File: config.mk
export PLATFORM = sky130hd
export DESIGN_NAME = minmax_contrast_stretch
export DESIGN_NICKNAME = d
export VERILOG_FILES = /design/src/rtl/mmcs_pkg.sv /design/src/rtl/mmcs_div.sv /design/src/rtl/minmax_contrast_stretch.sv
export SDC_FILE = /design/constraint.sdc
export NUM_CORES = 1
export LEC_CHECK = 0
export ABC_AREA = 1
export BUFFER_PORTS_ARGS = -buffer_cell sky130_fd_sc_hd__buf_2
export CORE_MARGIN = 2
export CORE_UTILIZATION = 45
export DETAILED_ROUTE_END_ITERATION = 10
export GPL_TIMING_DRIVEN = 0
export SLEW_MARGIN = 20
export SYNTH_ARGS = -nofsm -noshare
export SYNTH_HDL_FRONTEND = slang
export SYNTH_SLANG_ARGS = --single-unit
File: constraint.sdc
create_clock -name clk -period 3.3 [get_ports clk]
set_input_delay 0.33 -clock clk [delete_from_list [all_inputs] [get_ports clk]]
set_output_delay 0.33 -clock clk [all_outputs]
set_load 0.03 [all_outputs]
File: src/rtl/mmcs_pkg.sv
// Shared constants, types and request struct for the min-max contrast stretch
package mmcs_pkg;

  // pixel and level geometry
  localparam int PIXEL_BITS = 16;
  localparam int PORT_BITS  = 16;
  localparam int LEVEL_BITS = 8;
  localparam int STEP_BITS  = $clog2(LEVEL_BITS);

  typedef logic [PIXEL_BITS-1:0] pix_t;
  typedef logic [LEVEL_BITS-1:0] level_t;
  typedef logic [STEP_BITS-1:0]  step_t;

  localparam pix_t   PIX_MAX   = {PIXEL_BITS{1'b1}};
  localparam level_t LEVEL_MAX = {LEVEL_BITS{1'b1}};
  localparam step_t  STEP_LAST = step_t'(LEVEL_BITS - 1);

  // request kinds
  localparam logic KIND_MEASURE   = 1'b0;
  localparam logic KIND_NORMALISE = 1'b1;

  // request from the top level to the divider
  typedef struct packed {
    logic start;
    logic force_zero;
    logic force_max;
    logic last;
  } div_req_t;

endpackage

File: src/rtl/mmcs_div.sv
// Bit-serial restoring divider computing (num*255)/span, with output register
module mmcs_div
  import mmcs_pkg::*;
(
  input  logic     clk,
  input  logic     rst,
  input  div_req_t req,
  input  pix_t     num,
  input  pix_t     span,
  output logic     busy,
  output logic     out_valid,
  input  logic     out_ready,
  output level_t   level,
  output logic     last_res
);

  localparam logic [1:0] ST_IDLE = 2'd0;
  localparam logic [1:0] ST_PREP = 2'd1;
  localparam logic [1:0] ST_STEP = 2'd2;
  localparam logic [1:0] ST_DONE = 2'd3;

  logic [1:0] state;
  step_t      cnt;
  pix_t       num_q;
  pix_t       span_q;
  pix_t       rem;
  level_t     lowbits;
  level_t     quo;
  logic       force_zero;
  logic       force_max;
  logic       last_q;

  logic [PIXEL_BITS+LEVEL_BITS-1:0] prod;
  logic [PIXEL_BITS+1:0]            trial;
  logic                             qbit;
  pix_t                             rem_next;
  level_t                           quo_next;
  level_t                           level_next;
  logic                             out_free;
  logic                             step_final;
  logic                             write_out;

  // numerator times 255 as a shift and subtract
  assign prod = {num_q, {LEVEL_BITS{1'b0}}} - {{LEVEL_BITS{1'b0}}, num_q};

  // one restoring step: bring down the next numerator bit and trial subtract
  assign trial    = {1'b0, rem, lowbits[LEVEL_BITS-1]} - {2'b00, span_q};
  assign qbit     = ~trial[PIXEL_BITS+1];
  assign rem_next = qbit ? trial[PIXEL_BITS-1:0]
                         : {rem[PIXEL_BITS-2:0], lowbits[LEVEL_BITS-1]};
  assign quo_next = {quo[LEVEL_BITS-2:0], qbit};

  // output handshake and result write
  assign out_free   = ~out_valid | out_ready;
  assign step_final = (state == ST_STEP) && (cnt == STEP_LAST);
  assign write_out  = out_free && (step_final || (state == ST_DONE));

  // saturation overrides the quotient
  always_comb begin
    if (force_max) begin
      level_next = LEVEL_MAX;
    end else if (force_zero) begin
      level_next = '0;
    end else if (state == ST_DONE) begin
      level_next = quo;
    end else begin
      level_next = quo_next;
    end
  end

  assign busy = (state != ST_IDLE);

  // sequencer and output valid
  always_ff @(posedge clk) begin
    if (rst) begin
      state     <= ST_IDLE;
      cnt       <= '0;
      out_valid <= 1'b0;
    end else begin
      if (write_out) begin
        out_valid <= 1'b1;
      end else if (out_ready) begin
        out_valid <= 1'b0;
      end
      unique case (state)
        ST_IDLE: begin
          if (req.start) begin
            state <= ST_PREP;
          end
        end
        ST_PREP: begin
          cnt   <= '0;
          state <= ST_STEP;
        end
        ST_STEP: begin
          cnt <= cnt + step_t'(1);
          if (step_final) begin
            state <= out_free ? ST_IDLE : ST_DONE;
          end
        end
        ST_DONE: begin
          if (out_free) begin
            state <= ST_IDLE;
          end
        end
        default: begin
          state <= ST_IDLE;
        end
      endcase
    end
  end

  // datapath registers
  always_ff @(posedge clk) begin
    if ((state == ST_IDLE) && req.start) begin
      num_q      <= num;
      span_q     <= span;
      force_zero <= req.force_zero;
      force_max  <= req.force_max;
      last_q     <= req.last;
    end
    if (state == ST_PREP) begin
      rem     <= prod[PIXEL_BITS+LEVEL_BITS-1:LEVEL_BITS];
      lowbits <= prod[LEVEL_BITS-1:0];
      quo     <= '0;
    end
    if (state == ST_STEP) begin
      rem     <= rem_next;
      lowbits <= {lowbits[LEVEL_BITS-2:0], 1'b0};
      quo     <= quo_next;
    end
    if (write_out) begin
      level    <= level_next;
      last_res <= last_q;
    end
  end

endmodule

File: src/rtl/minmax_contrast_stretch.sv
// Min-max contrast stretch: running min/max over the measure pass, 8-bit levels after
// Measure requests update the running min/max when accepted and produce no result.
// Normalise requests register the operands, form the numerator, then run eight steps
// of the bit-serial divider, one quotient bit a cycle; no new request is taken meanwhile.
// The result is registered and held until taken.
// Synchronous reset sets min to all ones, max to zero and arms a fresh frame.
module minmax_contrast_stretch
  import mmcs_pkg::*;
(
  input  logic                 clk,
  input  logic                 rst,
  input  logic                 in_valid,
  output logic                 in_ready,
  input  logic                 kind,
  input  logic [PORT_BITS-1:0] pixel,
  input  logic                 last,
  output logic                 out_valid,
  input  logic                 out_ready,
  output level_t               level,
  output logic                 last_res
);

  pix_t     low_seen;
  pix_t     high_seen;
  logic     fresh_frame;
  pix_t     pix;
  logic     accept;
  logic     busy;
  logic     flat;
  logic     below;
  logic     above;
  div_req_t req;

  assign pix      = pixel[PIXEL_BITS-1:0];
  assign in_ready = ~busy;
  assign accept   = in_valid & in_ready;

  // range checks against the measured window
  assign flat  = (high_seen <= low_seen);
  assign below = (pix <= low_seen);
  assign above = (pix >= high_seen);

  assign req.start      = accept && (kind == KIND_NORMALISE);
  assign req.force_zero = flat | below;
  assign req.force_max  = ~flat & ~below & above;
  assign req.last       = last;

  // running minimum and maximum
  always_ff @(posedge clk) begin
    if (rst) begin
      low_seen    <= PIX_MAX;
      high_seen   <= '0;
      fresh_frame <= 1'b1;
    end else if (accept) begin
      if (kind == KIND_MEASURE) begin
        if (fresh_frame) begin
          low_seen  <= pix;
          high_seen <= pix;
        end else begin
          if (pix < low_seen) begin
            low_seen <= pix;
          end
          if (pix > high_seen) begin
            high_seen <= pix;
          end
        end
        fresh_frame <= last;
      end else begin
        fresh_frame <= 1'b1;
      end
    end
  end

  // serial divider and result register
  mmcs_div u_div (
    .clk       (clk),
    .rst       (rst),
    .req       (req),
    .num       (pix - low_seen),
    .span      (high_seen - low_seen),
    .busy      (busy),
    .out_valid (out_valid),
    .out_ready (out_ready),
    .level     (level),
    .last_res  (last_res)
  );

endmodule
==> results.yml <==
placed_design:
  globalplace.congestion: 0.9181
  hpwl_mm: 17.08
  portBuffers: 32
synth:
  ys_async_sr_fraction_pct: 0
  synth_ff_type: "edfxtp_1"
  synth.largest_area_cell: "edfxtp_1"
  synth_warnings: 0
  yosysMostFrequentCell: "nand2_1"
  synth_edf_count: 75
  syn_nets: 1244
  syn_area_per_cell_um2: 7.465
  syn_inst: 1140
  synth_top_area_share_pct: 26.46
  syn_area_um2: 8511
  ys_types: 47
  synthTopCellsByArea: "edfxtp_1, ha_1, nand2_1"
  synth_commonest_cells: "nand2_1, inv_1, nand3_1"
  yosysSeqAreaShare_pct: 35.87
  synth-seq-cells: 115
grt:
  grt_max_degree: 31
  grt_pass1_wl_mm: 34.22
  antenna_found_initial: 0
  grt_pass1_vias: 6978
  overflow: 0
  grt_util_all_layers_pct: 21.81
final_layout:
  drive_gt1_share_pct: 8.706
  fin_util_pct: 51.74
  nFillCells: 1840
  syn_to_final_growth_pct: 13.33
  n_antenna_cell: 0
  final_nets: 1297
clock_network:
  post_cts_resize_count: 0
  cts_root_buffer: "clkbuf_16"
  clk-insertion-delay-late_ps: 430
  clock-sinks: 115
  cts_tree: "built"
  post_cts_buffers: 0
  clk_path_buf_depth: 2
  numCtsBuffers: 17
  cts_hold_buf: 0
  h-tree-depth: 4
  path_clk_slew_ps: 60
critical_path:
  critPathMaxFanout: 3
  critical_path_buf_inv_count: 0
  cp-start-kind: "register"
  cp_top_family: "adder cells"
  slowest_delay_ps: 440
  crit_slowest_cell: "edfxtp_1"
  cp.required_ps: 3480
  r2r-start: "u_div.span_q[0]"
  reg2reg_to: "u_div.rem[10]"
  crit_chain: "ha_1 > fa_1 > o21ai_0 > nand2_1 > nand2_1 > nand2_1 > nand3_1 > nand3_1 > nand3_1 > nand2_1"
  endpoint_kind: "register"
  cpMostUsedCell: "nand2_1"
  r2r_slack_ps: 930
  critical_path_class: "register to register"
  reg2regPathDepth: 10
  critPathArrivalTime_ps: 2550
power:
  irDropWorstVdd_v: 0.0004232
  comb_power_share_pct: 44.8
  seqPwrFrac_pct: 30.0
  clkPwrFrac_pct: 25.2
  p_switching_uw: 3186
  leakagePower_uw: 0.004683
  p_per_area_nw_per_um2: 809.3
  p_sw_share_pct: 40.81
  internal_power_uw: 4620
hold_path:
  min_to: "u_div.last_q"
  hold_depth: 1
  hold_path.class: "primary input to register"
  min_from: "last"
detailed_routing:
  drt_iter0_drc: 404
  wl_per_cell_um: 14.64
  drt-total-wl_mm: 21.08
  drcViolationCount: 0
  viasPerCell: 5.079
  firstDrtPassIters: 5
  drtAntennaViolNets: 0
  num_vias: 7314
sta:
  hold_viol_final: 0
  whs_ps: 102.6
  setup_viol: 0
  finalWorstPathRequiredPeriod_ps: 2372
  max_clock_freq_mhz: 421.6
  drv_slew: 0
  rsz0062_at_grt: "false"
  period_share_pct: 71.88
  worst_pin_slew_ps: 730.3
  relSlewSlack_pct: 51.31
  fin_worst_skew_ps: 18.05
die:
  dieWidth_um: 141.5
  dieArea_um2: 20030
  initial_utilization_pct: 45.65
  rows: 50
  die_h_um: 141.5
  ios: 33
  core_area_um2: 18640
outcome:
  status: "completed"
run:
  cap_viol_max_count: 0
layout by cell type (no fill, tap or decap), types with 4 or more instances in the layout:
master | netlist | layout
nand2_1 | 237 | 237
inv_1 | 185 | 185
nand3_1 | 126 | 126
nor2_1 | 106 | 105
a21oi_1 | 83 | 83
ha_1 | 79 | 78
edfxtp_1 | 75 | 75
dfxtp_1 | 40 | 40
buf_2 | 6 | 38
o21ai_0 | 27 | 27
nand4_1 | 24 | 24
xor2_1 | 22 | 22
o21ai_1 | 17 | 17
clkbuf_16 | 0 | 17
xnor2_1 | 15 | 15
nor3_1 | 12 | 12
o31ai_1 | 9 | 9
clkbuf_1 | 8 | 8
o21bai_1 | 6 | 6
buf_4 | 5 | 5
clkinvlp_4 | 0 | 5
nand3b_1 | 4 | 4
a21o_1 | 4 | 4
a211oi_1 | 4 | 4
buf_1 | 4 | 4
nand2_2 | 4 | 4
bufinv_16 | 0 | 4
cells by family (layout without fill, tap and decap cells):
family	count (synthesis)	count (layout)	share of synthesized area [%]
AO/OA/AOI/OAI	162	162	10.59
XOR/XNOR	37	37	3.808
adder cells (fa/ha/maj)	82	82	12.32
buffers and inverters	213	279	9.879
flip-flops	115	115	35.87
AND/OR/NAND/NOR	531	531	27.54
flip-flops by register name, summed over array words and instances (netlist names):
| signal | flops |
|---|---|
| high_seen | 16 |
| u_div.force_max | 1 |
| u_div.span_q | 16 |
| fresh_frame | 1 |
| low_seen | 16 |
| u_div.num_q | 16 |
| u_div.last_q | 1 |
| u_div.level | 8 |
| u_div.state | 2 |
| u_div.quo | 8 |
| u_div.lowbits | 8 |
| u_div.cnt | 3 |
| u_div.out_valid | 1 |
| u_div.rem | 16 |
| u_div.last_res | 1 |
| u_div.force_zero | 1 |
through the flow:
stage | power [µW] | TNS, ps | setup slack, ps | cell area (µm²) | cells
after global placement | 5774 | -608.9 | -331.9 | 8964 | 1406
after global routing | 8447 | 0 | 702.7 | 9646 | 1440
after CTS | 7844 | 0 | 924.6 | 9646 | 1440
after floorplan | 4949 | 0 | 81.57 | 8511 | 1140
final | 7807 | 0 | 928.0 | 9646 | 1440
after detailed placement | 5843 | 0 | 885.0 | 9014 | 1408
power by group through the flow:
stage / Combinational (µW) / Clock [µW] / Sequential, µW
6_report: 3490 / 1970 / 2340
5_1_grt: 3980 / 2080 / 2390
3_3_place_gp: 3400 / 0 / 2380
4_1_cts: 3500 / 2000 / 2340
2_1_floorplan: 2640 / 0 / 2310
3_5_place_dp: 3480 / 0 / 2370
worst max-delay path by stage:
stage	start	cells past startpoint	end	slack, ps
floorplan	u_div.state[0]	11	u_div.state[1]	80
detailed placement	pixel[0]	13	u_div.num_q[14]	890
CTS	u_div.span_q[0]	10	u_div.rem[10]	920
global placement	u_div.state[0]	11	u_div.state[1]	-330
finish	u_div.span_q[0]	10	u_div.rem[10]	930
global route	u_div.span_q[0]	10	u_div.rem[10]	700
final cells by class:
cell class              instances  area [µm²]  area share, %
clock inverters                15       206.4          2.140
clock buffers                  17       425.4          4.410
multi-input cells             812        4627          47.97
plain buffers                  25       135.1          1.401
flip-flops and latches        115        3053          31.65
inverters                     188       705.7          7.316
well taps                     234       292.8          3.035
repair buffers                 34       200.2          2.075
per-layer routing:
metal	track usage (%)	routed length, µm
met3	3.139	520
met4	6.895	321
met5	0	0
met1	28.20	9932
met2	37.79	10300
Power figures use the tool's default switching activity.
